<file path="src/sv/status_led_pattern_controller_defines.svh">
// ----------------------------------------------------------------------------
// Status LED pattern controller: assertion macros
// Simulation-only property checks; they expand to nothing under synthesis.
// ----------------------------------------------------------------------------
`ifndef STATUS_LED_PATTERN_CONTROLLER_DEFINES_SVH
`define STATUS_LED_PATTERN_CONTROLLER_DEFINES_SVH

`ifndef SYNTHESIS

// Check that a condition holds at every clock edge outside reset.
`define SLPC_ASSERT(label, clk, rst_n, expr, msg) \
    label: assert property (@(posedge clk) disable iff (!rst_n) (expr)) \
        else $error(msg);

// Check that a trigger is followed in the next clock cycle by a consequence.
`define SLPC_ASSERT_NEXT(label, clk, rst_n, trig, cons, msg) \
    label: assert property (@(posedge clk) disable iff (!rst_n) (trig) |=> (cons)) \
        else $error(msg);

`else

`define SLPC_ASSERT(label, clk, rst_n, expr, msg)
`define SLPC_ASSERT_NEXT(label, clk, rst_n, trig, cons, msg)

`endif

`endif

</file>
<file path="src/sv/slpc_pkg.sv">
// ----------------------------------------------------------------------------
// Status LED pattern controller package
// Widths, operation and mode codes, register indexes and reset values.
// ----------------------------------------------------------------------------
package slpc_pkg;

    // Width of the millisecond timers and the blink interval counter
    localparam int TIME_BITS = 16;
    localparam int CFG_W     = 16;
    localparam int IDX_W     = 3;
    localparam int CNT_W     = 8;

    typedef logic [TIME_BITS-1:0] t_time;
    typedef logic [CFG_W-1:0]     t_cfg;
    typedef logic [IDX_W-1:0]     t_idx;
    typedef logic [CNT_W-1:0]     t_cnt;

    localparam t_time TIME_MAX = '1;

    // Request operations
    typedef enum logic [1:0] {
        OP_TICK  = 2'd0,
        OP_FLASH = 2'd1,
        OP_DIP   = 2'd2
    } t_op;

    // LED modes
    typedef enum logic [1:0] {
        MODE_SOLID = 2'd0,
        MODE_SLOW  = 2'd1,
        MODE_FAST  = 2'd2,
        MODE_HOLD  = 2'd3
    } t_mode;

    // Register indexes
    localparam t_idx CFG_LED_MODE       = 3'd0;
    localparam t_idx CFG_SLOW_PERIOD    = 3'd1;
    localparam t_idx CFG_FAST_PERIOD    = 3'd2;
    localparam t_idx CFG_FLASH_ON_TIME  = 3'd3;
    localparam t_idx CFG_FLASH_OFF_TIME = 3'd4;
    localparam t_idx CFG_DIP_TIME       = 3'd5;

    // Register reset values
    localparam t_cfg RST_SLOW_PERIOD = 16'd500;
    localparam t_cfg RST_FAST_PERIOD = 16'd100;
    localparam t_cfg RST_FLASH_TIME  = 16'd20;
    localparam t_cfg RST_DIP_TIME    = 16'd100;

    // Saturate a configured time to the timer range
    function automatic t_time clamp_time(input t_cfg t);
        if (32'(t) > 32'(TIME_MAX)) begin
            return TIME_MAX;
        end
        return t_time'(t);
    endfunction

endpackage

</file>
<file path="src/sv/slpc_req_if.sv">
// ----------------------------------------------------------------------------
// Status LED pattern controller: request channel
// Valid/ready channel carrying one event (tick, flash or dip).
// ----------------------------------------------------------------------------
interface slpc_req_if;
    logic       valid;
    logic       ready;
    logic [1:0] op;
    logic [7:0] pulse_count;

    modport source (output valid, output op, output pulse_count, input ready);
    modport sink   (input valid, input op, input pulse_count, output ready);
endinterface

</file>
<file path="src/sv/slpc_rsp_if.sv">
// ----------------------------------------------------------------------------
// Status LED pattern controller: result channel
// Valid/ready channel carrying the LED level and busy flags.
// ----------------------------------------------------------------------------
interface slpc_rsp_if;
    logic valid;
    logic ready;
    logic led_level;
    logic flash_busy;
    logic dip_busy;

    modport source (output valid, output led_level, output flash_busy,
                    output dip_busy, input ready);
    modport sink   (input valid, input led_level, input flash_busy,
                    input dip_busy, output ready);
endinterface

</file>
<file path="src/sv/status_led_pattern_controller.sv">
// ----------------------------------------------------------------------------
// Status LED pattern controller
// Drives one status LED from millisecond ticks, flash requests and dips.
// ----------------------------------------------------------------------------
// Usage:
//   i_req  : valid/ready request channel, op (tick, flash, dip) and
//            pulse_count (flash pulses, 0 means 256).
//   o_rsp  : valid/ready result channel, one result per request: LED level,
//            flash_busy and dip_busy after that request.
//   i_cfg_*: write port for the six registers (mode, periods, flash times,
//            dip time); write only while no request is in flight.
// A request accepted at a clock edge is shown on o_rsp right after that
// edge. Throughput is one request per cycle while results are taken; the
// state update is a single pass of logic between the request handshake and
// the result register. The request side stays ready while the result
// register is empty or being taken, so a stalled receiver holds the result
// and back-pressures i_req for exactly as long as it stalls.
// Reset clears all state (LED off, no flash, no dip), sets mode to slow
// blink and loads the register defaults; the result register empties.
// ----------------------------------------------------------------------------
`include "status_led_pattern_controller_defines.svh"

module status_led_pattern_controller (
    input  logic                  i_clk,
    input  logic                  i_rst_n,
    slpc_req_if.sink              i_req,
    slpc_rsp_if.source            o_rsp,
    input  logic                  i_cfg_we,
    input  slpc_pkg::t_idx        i_cfg_idx,
    input  slpc_pkg::t_cfg        i_cfg_data
);
    import slpc_pkg::*;

    // Configuration registers
    t_mode r_mode;
    t_cfg  r_slow_period;
    t_cfg  r_fast_period;
    t_cfg  r_flash_on;
    t_cfg  r_flash_off;
    t_cfg  r_dip_time;

    // Controller state
    logic  r_pin_level, n_pin_level;
    logic  r_blink_phase, n_blink_phase;
    logic  r_flashing, n_flashing;
    logic  r_flash_off_phase, n_flash_off_phase;
    t_cnt  r_pulses_left, n_pulses_left;
    t_time r_flash_timer, n_flash_timer;
    logic  r_dipping, n_dipping;
    t_time r_dip_timer, n_dip_timer;
    t_time r_blink_elapsed, n_blink_elapsed;

    // Result register
    logic  r_out_valid;
    logic  r_out_led;
    logic  r_out_flash;
    logic  r_out_dip;

    logic  w_in_ready;
    logic  w_accept;
    t_time w_period;

    // Take a request while the result register is free or being drained
    assign w_in_ready  = !r_out_valid || o_rsp.ready;
    assign w_accept    = i_req.valid && w_in_ready;
    assign i_req.ready = w_in_ready;

    assign o_rsp.valid      = r_out_valid;
    assign o_rsp.led_level  = r_out_led;
    assign o_rsp.flash_busy = r_out_flash;
    assign o_rsp.dip_busy   = r_out_dip;

    // Blink interval for the current mode
    assign w_period = (r_mode == MODE_FAST) ? clamp_time(r_fast_period)
                                            : clamp_time(r_slow_period);

    // Compute the state after one request, then apply a mode write
    always_comb begin
        n_pin_level       = r_pin_level;
        n_blink_phase     = r_blink_phase;
        n_flashing        = r_flashing;
        n_flash_off_phase = r_flash_off_phase;
        n_pulses_left     = r_pulses_left;
        n_flash_timer     = r_flash_timer;
        n_dipping         = r_dipping;
        n_dip_timer       = r_dip_timer;
        n_blink_elapsed   = r_blink_elapsed;

        if (w_accept) begin
            unique case (t_op'(i_req.op))
                OP_TICK: begin
                    // Advance timers, saturating at both ends
                    if (r_flash_timer != '0) begin
                        n_flash_timer = r_flash_timer - t_time'(1);
                    end
                    if (r_dip_timer != '0) begin
                        n_dip_timer = r_dip_timer - t_time'(1);
                    end
                    if (r_blink_elapsed != TIME_MAX) begin
                        n_blink_elapsed = r_blink_elapsed + t_time'(1);
                    end

                    if (r_flashing) begin
                        // Flash sequence owns the pin
                        if (n_flash_timer == '0) begin
                            if (!r_flash_off_phase) begin
                                n_pin_level       = 1'b0;
                                n_blink_phase     = 1'b0;
                                n_flash_off_phase = 1'b1;
                                n_flash_timer     = clamp_time(r_flash_off);
                            end else begin
                                n_pulses_left = r_pulses_left - t_cnt'(1);
                                if (n_pulses_left == '0) begin
                                    n_flashing      = 1'b0;
                                    n_blink_elapsed = '0;
                                end else begin
                                    n_pin_level       = 1'b1;
                                    n_blink_phase     = 1'b1;
                                    n_flash_off_phase = 1'b0;
                                    n_flash_timer     = clamp_time(r_flash_on);
                                end
                            end
                        end
                    end else if (r_dipping) begin
                        // Drop the dip once its time runs out
                        if (n_dip_timer == '0) begin
                            n_dipping       = 1'b0;
                            n_blink_elapsed = '0;
                        end
                    end else begin
                        unique case (r_mode)
                            MODE_SOLID: begin
                                n_pin_level = 1'b1;
                            end
                            MODE_SLOW, MODE_FAST: begin
                                if (n_blink_elapsed >= w_period) begin
                                    n_blink_phase   = !r_blink_phase;
                                    n_pin_level     = !r_blink_phase;
                                    n_blink_elapsed = '0;
                                end
                            end
                            MODE_HOLD: begin
                            end
                        endcase
                    end
                end
                OP_FLASH: begin
                    // Restart the flash sequence
                    n_pulses_left     = t_cnt'(i_req.pulse_count);
                    n_flash_off_phase = 1'b0;
                    n_flashing        = 1'b1;
                    n_flash_timer     = clamp_time(r_flash_on);
                    n_pin_level       = 1'b1;
                    n_blink_phase     = 1'b1;
                end
                OP_DIP: begin
                    // Start or restart a dip unless a flash is running
                    if (!r_flashing) begin
                        n_dipping   = 1'b1;
                        n_dip_timer = clamp_time(r_dip_time);
                        n_pin_level = 1'b0;
                    end
                end
                default: begin
                end
            endcase
        end

        // Mode write cancels a flash and restarts the blink interval
        if (i_cfg_we && (i_cfg_idx == CFG_LED_MODE)) begin
            n_flashing      = 1'b0;
            n_blink_elapsed = '0;
        end
    end

    // Configuration registers
    always_ff @(posedge i_clk) begin
        if (!i_rst_n) begin
            r_mode        <= MODE_SLOW;
            r_slow_period <= RST_SLOW_PERIOD;
            r_fast_period <= RST_FAST_PERIOD;
            r_flash_on    <= RST_FLASH_TIME;
            r_flash_off   <= RST_FLASH_TIME;
            r_dip_time    <= RST_DIP_TIME;
        end else if (i_cfg_we) begin
            unique case (i_cfg_idx)
                CFG_LED_MODE:       r_mode        <= t_mode'(i_cfg_data[1:0]);
                CFG_SLOW_PERIOD:    r_slow_period <= i_cfg_data;
                CFG_FAST_PERIOD:    r_fast_period <= i_cfg_data;
                CFG_FLASH_ON_TIME:  r_flash_on    <= i_cfg_data;
                CFG_FLASH_OFF_TIME: r_flash_off   <= i_cfg_data;
                CFG_DIP_TIME:       r_dip_time    <= i_cfg_data;
                default: begin
                end
            endcase
        end
    end

    // State registers
    always_ff @(posedge i_clk) begin
        if (!i_rst_n) begin
            r_pin_level       <= 1'b0;
            r_blink_phase     <= 1'b0;
            r_flashing        <= 1'b0;
            r_flash_off_phase <= 1'b0;
            r_pulses_left     <= '0;
            r_flash_timer     <= '0;
            r_dipping         <= 1'b0;
            r_dip_timer       <= '0;
            r_blink_elapsed   <= '0;
        end else begin
            r_pin_level       <= n_pin_level;
            r_blink_phase     <= n_blink_phase;
            r_flashing        <= n_flashing;
            r_flash_off_phase <= n_flash_off_phase;
            r_pulses_left     <= n_pulses_left;
            r_flash_timer     <= n_flash_timer;
            r_dipping         <= n_dipping;
            r_dip_timer       <= n_dip_timer;
            r_blink_elapsed   <= n_blink_elapsed;
        end
    end

    // Result register: load on accept, drop when taken
    always_ff @(posedge i_clk) begin
        if (!i_rst_n) begin
            r_out_valid <= 1'b0;
        end else if (w_accept) begin
            r_out_valid <= 1'b1;
        end else if (o_rsp.ready) begin
            r_out_valid <= 1'b0;
        end
    end

    always_ff @(posedge i_clk) begin
        if (w_accept) begin
            r_out_led   <= n_pin_level;
            r_out_flash <= n_flashing;
            r_out_dip   <= n_dipping;
        end
    end

    // Checks
    `SLPC_ASSERT_NEXT(a_accept_fills, i_clk, i_rst_n, w_accept, r_out_valid,
        "accepted request left no result")
    `SLPC_ASSERT_NEXT(a_dip_forces_off, i_clk, i_rst_n,
        w_accept && (i_req.op == OP_DIP) && !r_flashing,
        r_dipping && !r_pin_level && r_out_dip && !r_out_led,
        "dip did not force the LED off")
    `SLPC_ASSERT_NEXT(a_flash_starts_on, i_clk, i_rst_n,
        w_accept && (i_req.op == OP_FLASH) && !i_cfg_we,
        r_flashing && r_pin_level && !r_flash_off_phase && r_out_flash,
        "flash did not start with the LED on")
    `SLPC_ASSERT(a_stall_blocks_req, i_clk, i_rst_n,
        !(r_out_valid && !o_rsp.ready && w_accept),
        "request accepted over a stalled result")

endmodule

</file>
<file path="src/flat_wrapper.sv">
// flat-port wrapper written by rule: the top's interface ports become plain ports
module status_led_pattern_controller_flat import slpc_pkg::*;
  (i_clk, i_rst_n, i_cfg_we, i_cfg_idx, i_cfg_data, i_req_valid, i_req_op, i_req_pulse_count, i_req_ready, o_rsp_valid, o_rsp_led_level, o_rsp_flash_busy, o_rsp_dip_busy, o_rsp_ready);
  slpc_req_if i_req_i ();
  slpc_rsp_if o_rsp_i ();
  input  logic i_clk;
  input  logic i_rst_n;
  input  logic i_cfg_we;
  input  slpc_pkg::t_idx i_cfg_idx;
  input  slpc_pkg::t_cfg i_cfg_data;
  input wire logic [$bits(i_req_i.valid)-1:0] i_req_valid;
  input wire logic [$bits(i_req_i.op)-1:0] i_req_op;
  input wire logic [$bits(i_req_i.pulse_count)-1:0] i_req_pulse_count;
  output wire logic [$bits(i_req_i.ready)-1:0] i_req_ready;
  output wire logic [$bits(o_rsp_i.valid)-1:0] o_rsp_valid;
  output wire logic [$bits(o_rsp_i.led_level)-1:0] o_rsp_led_level;
  output wire logic [$bits(o_rsp_i.flash_busy)-1:0] o_rsp_flash_busy;
  output wire logic [$bits(o_rsp_i.dip_busy)-1:0] o_rsp_dip_busy;
  input wire logic [$bits(o_rsp_i.ready)-1:0] o_rsp_ready;
  assign i_req_i.valid = i_req_valid;
  assign i_req_i.op = i_req_op;
  assign i_req_i.pulse_count = i_req_pulse_count;
  assign i_req_ready = i_req_i.ready;
  assign o_rsp_valid = o_rsp_i.valid;
  assign o_rsp_led_level = o_rsp_i.led_level;
  assign o_rsp_flash_busy = o_rsp_i.flash_busy;
  assign o_rsp_dip_busy = o_rsp_i.dip_busy;
  assign o_rsp_i.ready = o_rsp_ready;
  status_led_pattern_controller u_core (.i_clk(i_clk), .i_rst_n(i_rst_n), .i_req(i_req_i), .o_rsp(o_rsp_i), .i_cfg_we(i_cfg_we), .i_cfg_idx(i_cfg_idx), .i_cfg_data(i_cfg_data));
endmodule
</file>
<file path="config.mk">
export PLATFORM = sky130hd
export DESIGN_NAME = status_led_pattern_controller_flat
export DESIGN_NICKNAME = d
export VERILOG_FILES = /design/src/sv/slpc_pkg.sv /design/src/sv/slpc_req_if.sv /design/src/sv/slpc_rsp_if.sv /design/src/sv/status_led_pattern_controller.sv /design/src/flat_wrapper.sv
export VERILOG_INCLUDE_DIRS = /design/src /design/src/sv
export SDC_FILE = /design/constraint.sdc
export NUM_CORES = 1
export LEC_CHECK = 0
export BUFFER_PORTS_ARGS = -buffer_cell sky130_fd_sc_hd__buf_4
export CAP_MARGIN = 20
export CORE_MARGIN = 2
export CORE_UTILIZATION = 35
export CTS_CLUSTER_SIZE = 24
export DETAILED_ROUTE_END_ITERATION = 8
export GPL_TIMING_DRIVEN = 0
export PLACE_DENSITY = 0.53
export SETUP_SLACK_MARGIN = 0.02
export SLEW_MARGIN = 20
export SYNTH_ARGS = -nofsm -noshare
export SYNTH_HDL_FRONTEND = slang
export SYNTH_SLANG_ARGS = --single-unit
</file>
<file path="constraint.sdc">
create_clock -name i_clk -period 13.35 [get_ports i_clk]
set_clock_uncertainty 0.2 [all_clocks]
set_input_delay 1.335 -clock i_clk [delete_from_list [all_inputs] [get_ports i_clk]]
set_output_delay 1.335 -clock i_clk [all_outputs]
set_load 0.02 [all_outputs]
</file>
**Word level (Yosys, flattened, before mapping)**

Index checks and enable logic that the tools add are counted.

- Bits in registers: 147
- Input bits: 34
- Output and inout bits: 5

- Bitwise operators: 1
- Equal/unequal tests: 19
- Mux-type cells: 67
- Add/subtract/negate cells: 4
- Reductions and logical operators: 30
- Magnitude comparators: 1

Operator list:

| kind | number |
|---|---|
| 16-bit two-way mux | 23 |
| 16-bit one-hot mux with 2 select lines | 2 |
| 16-bit logical NOT | 2 |
| 1-bit two-way mux | 32 |
| 16-bit nonzero test | 2 |
| 16-bit by 1-bit subtractor with 16-bit output (second input constant) | 2 |
| 8-bit two-way mux | 3 |
| 16-bit by 1-bit adder with 16-bit output (second input constant) | 1 |
| 16-bit >= comparator | 1 |
| 16-bit inequality test (second input constant) | 1 |
| 8-bit one-hot mux with 2 select lines | 1 |
| 2-bit AND reduction | 8 |
| 1-bit one-hot mux with 2 select lines | 5 |
| 8-bit logical NOT | 1 |
| 8-bit by 1-bit subtractor with 8-bit output (second input constant) | 1 |
| 7-bit AND reduction | 1 |
| 3-bit by 2-bit equality test with 1-bit output (second input constant) | 2 |
| 3-bit equality test (second input constant) | 2 |
| 2-bit by 1-bit inequality test with 1-bit output (second input constant) | 3 |
| 3-bit by 1-bit inequality test with 1-bit output (second input constant) | 2 |
| 2-bit nonzero test | 3 |
| 5-bit AND reduction | 1 |
| 2-bit by 1-bit equality test with 1-bit output (second input constant) | 2 |
| 2-bit equality test (second input constant) | 2 |
| other kinds (15) | 19 |

**Longest topological paths before layout**

Gate-level depths: netlist of run 1.

- Depth after elaboration: 11
- Depth in mapped cells: 18
- Gate-level depth less buffers: 18

**Least setup slack after synthesis of run 1**

OpenSTA, ideal clock, no wires.

- Path type: register to register
- Start point: register u_core.r_blink_elapsed[0]
- End point: register u_core.r_blink_elapsed[2]
- Period minus slack after synthesis: 4.462 ns
- Stages on the path, launching flop included: 19
- Buffers on the path: 0
- Data arrival time: 4.176 ns
- Slack: 8.888 ns
- Library setup time: 0.086 ns
- Cell sequence: dfxtp_1 > ha_1 > inv_1 > or4_1 > nor2_1 > nand3_1 > and3_1 > and3_1 > xnor2_1 > inv_1 > ha_1 > o21a_1 > a21oi_1 > o31ai_1 > a211o_1 > nand4_1 > o31a_1 > nand4_4 > o31ai_2

- Longest elaborated chain between the ends: 9
- Elaborated cells between the ends (all ways): 14
- Those cells by class: 1 x add/sub; 1 x order compare; 1 x eq/ne; 11 x mux

Ends and longest elaborated chain:

| element | line | text |
|---|---|---|
| start: declaration | status_led_pattern_controller.sv:51 | `t_time r_blink_elapsed, n_blink_elapsed;` |
| start signal: assignment | status_led_pattern_controller.sv:220 | `r_blink_elapsed <= n_blink_elapsed;` |
| 16-bit by 1-bit adder with 16-bit output or 16-bit inequality test (tied branches) | status_led_pattern_controller.sv:100, status_led_pattern_controller.sv:99 |  |
| 16-bit two-way mux * | status_led_pattern_controller.sv:99 | `if (r_blink_elapsed != TIME_MAX) begin` |
| 16-bit two-way mux * | status_led_pattern_controller.sv:90 | `unique case (t_op'(i_req.op))` |
| 16-bit two-way mux * | status_led_pattern_controller.sv:89 | `if (w_accept) begin` |
| 16-bit >= comparator | status_led_pattern_controller.sv:136 | `if (n_blink_elapsed >= w_period) begin` |
| 16-bit two-way mux | status_led_pattern_controller.sv:136 |  |
| 16-bit two-way mux | status_led_pattern_controller.sv:131 | `unique case (r_mode)` |
| 16-bit two-way mux | status_led_pattern_controller.sv:124 | `end else if (r_dipping) begin` |
| 16-bit two-way mux * | status_led_pattern_controller.sv:103 | `if (r_flashing) begin` |

Every way passes the cells marked *; elsewhere a longest branch is shown, timed or not. The select of a mux whose other input is x is not followed.
A chain may end at the register's enable or synchronous reset.

**Worst setup path after layout of run 1**

Ends and elaborated chain as after synthesis.

==> results of run 1 <==
==> stage by stage <==
stage                     instance area (sq um)  utilization [%]
after floorplan                            8340                -
after global placement                     9010             38.5
after detailed placement                   9020             38.5
after CTS                                  9570             40.9
after global routing                       9570             40.9
final                                      9570             40.9
==> state kept, by name, indices dropped and copies added (netlist names), 16 cells and up <==
signal / flops
u_core.r_slow_period: 16
u_core.r_flash_timer: 16
u_core.r_flash_on: 16
u_core.r_fast_period: 16
u_core.r_dip_timer: 16
u_core.r_flash_off: 16
u_core.r_dip_time: 16
u_core.r_blink_elapsed: 16
==> logic make-up after synthesis <==
logic type,after synthesis
flip-flops,147
XOR/XNOR,14
buffers and inverters,105
AND/OR/NAND/NOR,509
adder cells (fa/ha/maj),24
multiplexers,27
AO/OA/AOI/OAI,277
==> synthesized netlist by cell type, drive strengths merged (24+ instances only) <==
library cell and count:
ha 24, inv 30, nand2 228, nor3 39, clkbuf 66, dfxtp 144, o21ai 51, a21oi 119
nand3 42, nor2 73, mux2i 26, and3 24
==> power groups by stage <==
| stage | sequential, W | clock [W] | combinational (W) |
|---|---|---|---|
| after global routing | 0.000477 | 0.000484 | 0.000264 |
| after floorplan | 0.000481 | 0 | 0.000169 |
| after detailed placement | 0.000484 | 0 | 0.000233 |
| final | 0.000475 | 0.000454 | 0.000237 |
| after global placement | 0.000484 | 0 | 0.000233 |
| after CTS | 0.000474 | 0.000462 | 0.000235 |
==> area by class of cell <==
type                            instances  area, sq um  share of cell area (%)
Multi-Input combinational cell        851         4950                    51.8
Sequential cell                       147         2970                    31.1
Clock buffer                           18          429                    4.49
Tap cell                              319          399                    4.17
Buffer                                 75          305                    3.19
Timing Repair Buffer                   37          278                    2.90
Clock inverter                         14          118                    1.23
Inverter                               30          113                    1.18
==> per-layer routing <==
layer | share of wire, % | up-vias
met4 | 0.81 | 0
li1 | - | 4026
met1 | 51 | 3728
met2 | 45 | 167
met5 | 0 | -
met3 | 3.9 | 12
==> critical path: cells and delay by family, from the launching register on <==
kind                       cells  cell delay (ns)
AOI/OAI and AO/OA              6             1.58
xor gates and xnor gates       1             0.22
adders and majority gates      2             0.54
buffers and inverters          2             0.15
DFF                            1             0.47
and+or+nand+nor                7             2.21
==> final timing paths <==
kind	from	endpoint	slack, ns	depth (start not counted)
max	u_core.r_blink_elapsed[0]	u_core.r_blink_elapsed[2]	7.88	18
min reg2reg	u_core.r_fast_period[15]	u_core.r_fast_period[15]	0.26	2
max reg2reg	u_core.r_blink_elapsed[0]	u_core.r_blink_elapsed[2]	7.88	18
min	u_core.r_fast_period[15]	u_core.r_fast_period[15]	0.26	2
==> flow_summary_export.csv, run 1 <==
group,metric,value,unit
die,coreArea,0.0234,sq mm
grt,gr-total-overflow,0,
timing,finalCriticalPeriod,5.47,ns
drt,dr.pass1.iters,5,
die,num_io_pins,39,
yosys,yosys_most_used_dff,"dfxtp_1",
placed_design,post-place-cells,1459,
clock_network,cts_buffers,17,
clock_network,clk_latency,0.43,ns
grt,grt_use_total,20.8,%
yosys,synth-compound-area-share,21.6,%
timing,slew_violations,0,
timing,fmax,183,MHz
yosys,synth-adder-area-share,3.60,%
timing,worstMarginPinSlew,1.02,ns
yosys,muxShareOfSynthArea,3.26,%
setup_path,path_class,"reg2reg",
yosys,ys_ff_latch,147,
setup_path,cpMaxStageDelayCell,"or4_1",
yosys,synth_area_leaders,"dfxtp_1 35%, nand2_1 10%, a21oi_1 7.1%",
clock_network,cts_hold_buf,0,
grt,grt_max_degree,17,
yosys,avgSynthCellArea,7.56,sq um
placed_design,gp_congestion,0.847,
run,max-cap-violations,0,
yosys,synthCells,1103,
timing,fin_hold_ws,0.259,ns
final_layout,final_cell_mix,"227 x nand2_1, 144 x dfxtp_1, 119 x a21oi_1",
grt,antenna_found_initial,0,
yosys,synth_top_family_by_area,"simple AND/OR/NAND/NOR gates",
power_and_ir_drop,power_per_cell_area,122,mW/mm^2
clock_network,postCtsResizedCells,0,
power_and_ir_drop,p_sw,0.000377,W
power_and_ir_drop,p_clk_share,38.9,%
setup_path,path_cells,"ha_1, inv_1, or4_1, nor2_1, nand3_1, and3_1, and3_1, xnor2_1, inv_1, ha_1, o21a_1, a21oi_1, o31ai_1, a211o_1, nand4_1, o31a_1, nand4_4, o31ai_2",
setup_path,slowest_delay,0.56,ns
die,die_area,0.0251,sq mm
grt,grt.busiest_layer,"met2",
placed_design,place_ws,7.92,ns
yosys,synth_warnings,0,
final_layout,layout.nets,1217,
drt,via_per_inst,5.32,
clock_network,cts_setup_buffers,0,
clock_network,clkSlewWorstSetupHoldPaths,0.07,ns
outcome,outcome,"completed",
setup_path,arrival,5.61,ns
power_and_ir_drop,vdd_drop_max,64.0,uV
final_layout,fill_cells,2519,
grt,grt_util_met2,32.4,%
drt,route.detailed.drc,0,
yosys,yosysSeqAreaShare,35.7,%
timing,fin_ws,7.88,ns
final_layout,antennaDiodeCount,0,
timing,hold_viol,0,
setup_path,worst_ep_required_time,13.50,ns
yosys,synth_cell_types,75,
die,initial_core_util,35.6,%
drt,wl,25600,microns
final_layout,drive_gt1_share,8.96,%
hold_path,hold_path.class,"reg2reg",
final_layout,layout_commonest_cell,"nand2_1",
power_and_ir_drop,p_sw_share,32.3,%
clock_network,cts_tree,"built",
power_and_ir_drop,p_leak,3.59,nW
grt,grt_use_met1,30.4,%
timing,setup_viol,0,
grt,grt.met3_usage,3.10,%
die,num_rows,56,
die,die_y,158,microns
yosys,ys_async_sr_fraction,0,%
yosys,synth_top_area_share,34.6,%
placed_design,dp_hpwl,19200,microns
power_and_ir_drop,p_seq_share,40.7,%
power_and_ir_drop,total_power,0.00117,W
placed_design,io_buffers,37,
clock_network,clock_path_buffers,2,
clock_network,clock_sinks,147,
setup_path,crit_path_max_fanout,10,
drt,ant_nets,0,
power_and_ir_drop,combPwrFrac,20.3,%
yosys,synth_top_area_cell,"dfxtp_1",
final_layout,synthToLayoutAreaGrowth,14.7,%
timing,relSlewSlack,31.5,%
yosys,synth_xor_area_share,1.47,%
yosys,syn_area,0.00834,sq mm
yosys,synthSimpleGateAreaFrac,29.4,%
setup_path,cp-start-kind,"flip-flop",
timing,fin_crit_sh,40.9,%
yosys,syn-num-nets,1161,
clock_network,h-tree-depth,4,
grt,grt_pass1_wl,40400,microns
yosys,synth_edf_count,3,
final_layout,layout.cells.non_filler,1491,
timing,tns,0,ns
setup_path,cp-end-kind,"flip-flop",
drt,dr.first_iter.drc_count,518,
drt,dr_total_vias,7933,
drt,wl_per_cell,17.2,microns
clock_network,root_buffer,"clkbuf_16",
timing,grt_setup_unrepaired,"false",
die,die_x,158,microns
grt,first_global_vias,7310,
power_and_ir_drop,intPower,0.000789,W
Power figures use the tool's default switching activity.
==> run 2, diff against run 1 <==
ABC_AREA = 1   (was not set)
clock period = 5.3 ns   (was 13.35 ns; I/O delays follow)
==> run 2 against run 1 <==
  * Combinational power rose to 3.1 times the previous value
  * Clock power grew to 2.8 times the previous value
  * Register-to-register slack worse by 6.9 ns
  * Largest power group is now clock
  * Sequential share of layout area fell by 0.12 points
  * Cell area up 0.39%
  * Critical endpoint is now u_core.r_blink_elapsed[12]
  * Synthesized area down 0.23%
  * Highest routed layer unchanged
==> flow_summary_export.csv, run 2 <==
group,metric,value,unit
outcome,outcome,"completed",
die,coreArea,0.0234,sq mm
final_layout,drive_gt1_share,7.83,%
yosys,synthCells,1259,
placed_design,dpl_cell_area,0.00899,sq mm
die,num_io_pins,39,
final_layout,layout.nets,1373,
placed_design,gp_congestion,0.886,
timing,worstMarginPinSlew,0.721,ns
final_layout,final_cell_mix,"287 x nand2_1, 175 x nor2_1, 144 x dfxtp_1",
setup_path,timing.critical_path.buf_inv,4,
final_layout,layout_commonest_cell,"nand2_1",
drt,ant_nets,0,
final_layout,layout.cells.non_filler,1647,
yosys,syn_area,0.00832,sq mm
timing,finalCriticalPeriod,4.31,ns
drt,dr.pass1.iters,5,
setup_path,slowest_delay,0.58,ns
yosys,synth_area_leaders,"dfxtp_1 35%, nand2_1 13%, nor2_1 7.9%",
yosys,ys_ff_latch,147,
timing,setup_viol,0,
grt,antenna_found_initial,0,
die,die_x,158,microns
die,num_rows,56,
yosys,synth_top_cells_by_count,"287 x nand2_1, 175 x nor2_1, 144 x dfxtp_1",
placed_design,post-place-cells,1615,
yosys,synth_top_area_share,34.7,%
die,initial_core_util,35.5,%
yosys,avgSynthCellArea,6.61,sq um
grt,grt_max_degree,17,
setup_path,cp-start-kind,"flip-flop",
yosys,synth_cell_types,43,
clock_network,cts_setup_buffers,0,
grt,first_global_vias,7700,
yosys,yosys_most_used_dff,"dfxtp_1",
grt,grt_pass1_wl,40700,microns
grt,grt_use_total,21.0,%
timing,tns,0,ns
clock_network,clk_latency,0.44,ns
setup_path,cpMaxStageDelayCell,"clkbuf_1",
yosys,syn-num-nets,1317,
yosys,synth-adder-area-share,3.61,%
placed_design,dp_hpwl,19500,microns
setup_path,reg2reg_slack,0.99,ns
die,die_area,0.0250,sq mm
run,max-cap-violations,0,
yosys,ys_async_sr_fraction,0,%
setup_path,arrival,4.46,ns
drt,dr.first_iter.drc_count,479,
yosys,synth_top_family_by_area,"simple AND/OR/NAND/NOR gates",
drt,wl,25100,microns
setup_path,path_class,"reg2reg",
final_layout,fill_cells,2566,
yosys,synthSimpleGateAreaFrac,29.3,%
clock_network,cts_buffers,17,
setup_path,cp-end-kind,"flip-flop",
setup_path,path_cells,"inv_1, ha_1, clkbuf_1, clkbuf_1, mux2i_1, ha_1, a21oi_1, o21ai_0, a21oi_1, nand2_1, nand3_1, nand2_1, nand2_2, buf_2, nand2_1, a21oi_1",
power_and_ir_drop,vdd_drop_max,200,uV
hold_path,hold_path.class,"in2reg",
clock_network,clock_path_buffers,2,
yosys,synth_warnings,0,
yosys,yosysMostFrequentCell,"nand2_1",
setup_path,worst_ep_required_time,5.46,ns
setup_path,crit_path_max_fanout,10,
timing,fin_crit_sh,81.3,%
power_and_ir_drop,p_leak,4.16,nW
drt,route.detailed.drc,0,
drt,via_per_inst,4.89,
yosys,synth-compound-area-share,18.8,%
clock_network,postCtsResizedCells,0,
timing,relSlewSlack,51.9,%
final_layout,synthToLayoutAreaGrowth,15.4,%
power_and_ir_drop,power_per_cell_area,331,mW/mm^2
clock_network,h-tree-depth,4,
placed_design,io_buffers,37,
clock_network,root_buffer,"clkbuf_16",
clock_network,cts_hold_buf,0,
yosys,synth_top_area_cell,"dfxtp_1",
yosys,synth_xor_area_share,2.42,%
timing,fmax,232,MHz
die,die_y,158,microns
timing,grt_setup_unrepaired,"false",
drt,wl_per_cell,15.3,microns
clock_network,clkSlewWorstSetupHoldPaths,0.07,ns
timing,slew_violations,0,
final_layout,finalInstanceArea,0.00960,sq mm
yosys,yosysSeqAreaShare,35.7,%
clock_network,cts_tree,"built",
clock_network,clock_sinks,147,
final_layout,antennaDiodeCount,0,
yosys,muxShareOfSynthArea,1.81,%
setup_path,cp_top_family,"buffers and inverters",
drt,dr_total_vias,8061,
timing,hold_viol,0,
grt,gr-total-overflow,0,
yosys,synth_edf_count,3,
[run 2: changes by cell type in the layout (fill, tap and decap cells not counted), sizes merged, moves of 10 or more]
cell	delta
and3	-24
clkbuf	-21
nand3	+20
inv	+90
o21ai	+69
nand2	+64
xor2	+10
nor2	+113
o2111a	-12
nand3b	-12
o22ai	+12
nand2b	-18
mux2i	-11
nor3	-30
[run 2: per-layer routing]
layer,share of wire (%),track usage (%),up-vias
li1,-,-,4248
met1,49,28.0,3671
met2,46,35.3,111
met3,2.9,3.42,31
met4,1.8,5.62,0
met5,0,0,-
[run 2: kinds of logic after synthesis]
logic type / Yosys count
AO/OA/AOI/OAI: 288
XOR/XNOR: 23
adder cells (fa/ha/maj): 24
buffers and inverters: 179
flip-flops: 147
multiplexers: 15
AND/OR/NAND/NOR: 583
[run 2: path summary, 6_finish.rpt]
check / start / end / depth (start not counted)
worst max-delay path: u_core.r_mode[0] / u_core.r_blink_elapsed[12] / 16
worst min-delay path: i_cfg_data[8] / u_core.r_slow_period[8] / 3
worst max register to register: u_core.r_mode[0] / u_core.r_blink_elapsed[12] / 16
worst min register to register: u_core.r_slow_period[2] / u_core.r_slow_period[2] / 2
[run 2: layout make-up]
type                    instances  area, sq um  share of cell area, %
multi-input cells             933         4650                   48.5
flip-flops and latches        147         2970                   31.0
inverters                     127          477                   4.96
clock buffers                  18          439                   4.57
well taps                     319          399                   4.16
repair buffers                 37          278                   2.89
plain buffers                  52          215                   2.24
clock inverters                14          169                   1.76
[run 2: worst register-to-register path, cell delays in order, from the launching register on]
cell      delay [ns]
dfxtp_1         0.33
inv_1           0.11
ha_1            0.20
clkbuf_1        0.49
clkbuf_1        0.58
mux2i_1         0.41
ha_1            0.31
a21oi_1         0.12
o21ai_0         0.10
a21oi_1         0.37
nand2_1         0.14
nand3_1         0.14
nand2_1         0.08
nand2_2         0.18
buf_2           0.28
nand2_1         0.08
a21oi_1         0.13
[run 2: metrics by stage]
step                utilization [%]  hold WS [ns]  worst slack [ns]  total power [W]
floorplan                         -         0.224              2.18          0.00174
global placement               38.4         0.237             0.997          0.00194
detailed placement             38.4         0.246             0.975          0.00195
CTS                            41.0         0.166             0.927          0.00320
global route                   41.0         0.178             0.538          0.00336
finish                         41.0         0.181             0.991          0.00318
[run 2: where the power goes]
part / switching [W] / internal (W)
clock network: 0.000530 / 0.000723
logic: 0.000481 / 0.000245
registers: 0.0000405 / 0.00116
total: 0.00105 / 0.00213
==> run 3, diff against run 2 <==
clock period = 4.5 ns   (was 5.3 ns; I/O delays follow)
==> run 3 against run 2 <==
  * Die area is the same
  * Sequential share of layout area is essentially flat
  * Routed wire length is essentially flat
  * Clock-buffer cell count is the same
  * Cell area is essentially flat
  * Critical path depth grew 5
  * Cell count is the same
  * Largest power group unchanged
  * Highest routed layer unchanged
==> flow_summary_export.csv, run 3 (same netlist as run 2, synthesis figures left out) <==
group,metric,value,unit
grt,first_global_vias,7700,
timing,hold_viol,0,
setup_path,cp-start-kind,"flip-flop",
setup_path,arrival,4.22,ns
drt,wl,25100,microns
clock_network,clock_path_buffers,2,
clock_network,clk_latency,0.44,ns
final_layout,final_cell_mix,"287 x nand2_1, 175 x nor2_1, 144 x dfxtp_1",
placed_design,io_buffers,37,
grt,gr-total-overflow,0,
grt,grt_use_total,21.0,%
outcome,outcome,"completed",
clock_network,h-tree-depth,4,
timing,fin_hold_ws,0.0958,ns
drt,dr_total_vias,8103,
setup_path,cpMaxStageDelayCell,"dfxtp_1",
grt,antenna_found_initial,0,
drt,route.detailed.drc,0,
drt,wl_per_cell,15.3,microns
final_layout,synthToLayoutAreaGrowth,15.5,%
final_layout,layout_commonest_cell,"nand2_1",
setup_path,cp-end-kind,"flip-flop",
clock_network,clkSlewWorstSetupHoldPaths,0.07,ns
drt,dr.first_iter.drc_count,471,
setup_path,slowest_delay,0.39,ns
run,max-cap-violations,0,
setup_path,worst_ep_required_time,4.66,ns
clock_network,root_buffer,"clkbuf_16",
final_layout,layout.nets,1373,
setup_path,path_class,"reg2reg",
power_and_ir_drop,power_per_cell_area,390,mW/mm^2
drt,dr.pass1.iters,4,
final_layout,antennaDiodeCount,0,
setup_path,crit_path_max_fanout,10,
die,initial_core_util,35.5,%
final_layout,drive_gt1_share,7.98,%
die,die_y,158,microns
clock_network,cts_buffers,17,
grt,grt_pass1_wl,40700,microns
timing,worstMarginPinSlew,0.738,ns
clock_network,clock_sinks,147,
setup_path,path_cells,"ha_1, nand2_1, nor2_1, nand2_1, nor2_1, nand2_1, nor2_2, nor3_1, nand2_1, xor2_1, ha_1, nand2_1, o21ai_0, a21oi_2, nand2_1, nand3_1, nand2_1, nand2_2, buf_2, nand2_1, a21oi_1",
grt,grt_max_degree,17,
die,die_area,0.0250,sq mm
die,num_io_pins,39,
timing,slew_violations,0,
drt,via_per_inst,4.92,
clock_network,cts_tree,"built",
clock_network,cts_setup_buffers,0,
setup_path,cp_top_family,"simple AND/OR/NAND/NOR gates",
timing,fmax,246,MHz
die,num_rows,56,
timing,fin_crit_sh,90.4,%
power_and_ir_drop,vdd_drop_max,237,uV
power_and_ir_drop,p_leak,4.17,nW
drt,ant_nets,0,
timing,relSlewSlack,50.8,%
timing,grt_setup_unrepaired,"false",
placed_design,gp_congestion,0.886,
die,die_x,158,microns
setup_path,cpMostUsedCell,"nand2_1",
hold_path,hold_path.class,"in2reg",
die,coreArea,0.0234,sq mm
setup_path,timing.critical_path.buf_inv,1,
timing,tns,0,ns
timing,finalCriticalPeriod,4.07,ns
placed_design,dp_hpwl,19500,microns
timing,setup_viol,0,
-- run 3: cell types whose count changed in the layout (fill, tap and decap cells not counted) --
cell	delta
clkbuf_2	+1
a21oi_1	-1
clkbuf_1	-1
a21oi_2	+1
-- run 3: worst paths after layout --
kind	to	slack [ns]	start	cells after the start
setup / recovery	u_core.r_blink_elapsed[12]	0.43	u_core.r_blink_elapsed[0]	21
hold / removal	u_core.r_slow_period[8]	0.1	i_cfg_data[8]	3
setup reg to reg	u_core.r_blink_elapsed[12]	0.43	u_core.r_blink_elapsed[0]	21
hold reg to reg	u_core.r_slow_period[2]	0.26	u_core.r_slow_period[2]	2
-- run 3: routing by layer --
metal	wire, microns	track usage [%]	up-vias
li1	-	-	4246
met1	12200	28.0	3707
met2	11600	35.3	119
met3	791	3.42	31
met4	480	5.62	0
met5	0	0	-
-- run 3: timing repair --
action,4_1_cts,5_1_grt
endpoints found under the setup margin,0,11
gates resized for setup,0,3
hold buffers,0,0
-- run 3: cell type report --
cell class,instances,area (sq um)
fill,2566,13800
clock buffer,18,439
inverter,127,477
multi-input combinational,933,4660
buffer,52,216
clock inverter,14,169
tap,319,399
timing repair buffer,37,278
sequential,147,2970
-- run 3: worst register-to-register path, stage by stage, from the launching register on --
cell	delay [ns]
dfxtp_1	0.39
ha_1	0.19
nand2_1	0.10
nor2_1	0.17
nand2_1	0.11
nor2_1	0.18
nand2_1	0.13
nor2_2	0.28
nor3_1	0.10
nand2_1	0.09
xor2_1	0.29
ha_1	0.29
nand2_1	0.09
o21ai_0	0.11
a21oi_2	0.27
nand2_1	0.12
nand3_1	0.12
nand2_1	0.08
nand2_2	0.18
buf_2	0.28
nand2_1	0.08
a21oi_1	0.13
-- run 3: power breakdown --
part	leakage, nW	internal, W	switching (W)
logic	2.67	0.000289	0.000567
clock network	0.296	0.000851	0.000625
registers	1.20	0.00137	0.0000477
total	4.17	0.00251	0.00124
-- run 3: metrics by stage --
stage               cell area [sq um]  cells  total power [W]  worst slack [ns]  util [%]
global placement                 8990   1615          0.00229             0.197      38.4
global route                     9610   1647          0.00395            0.0204      41.1
CTS                              9600   1647          0.00377             0.127      41.0
detailed placement               8990   1615          0.00229             0.175      38.4
floorplan                        8320   1259          0.00205              1.38         -
finish                           9610   1647          0.00375             0.434      41.1
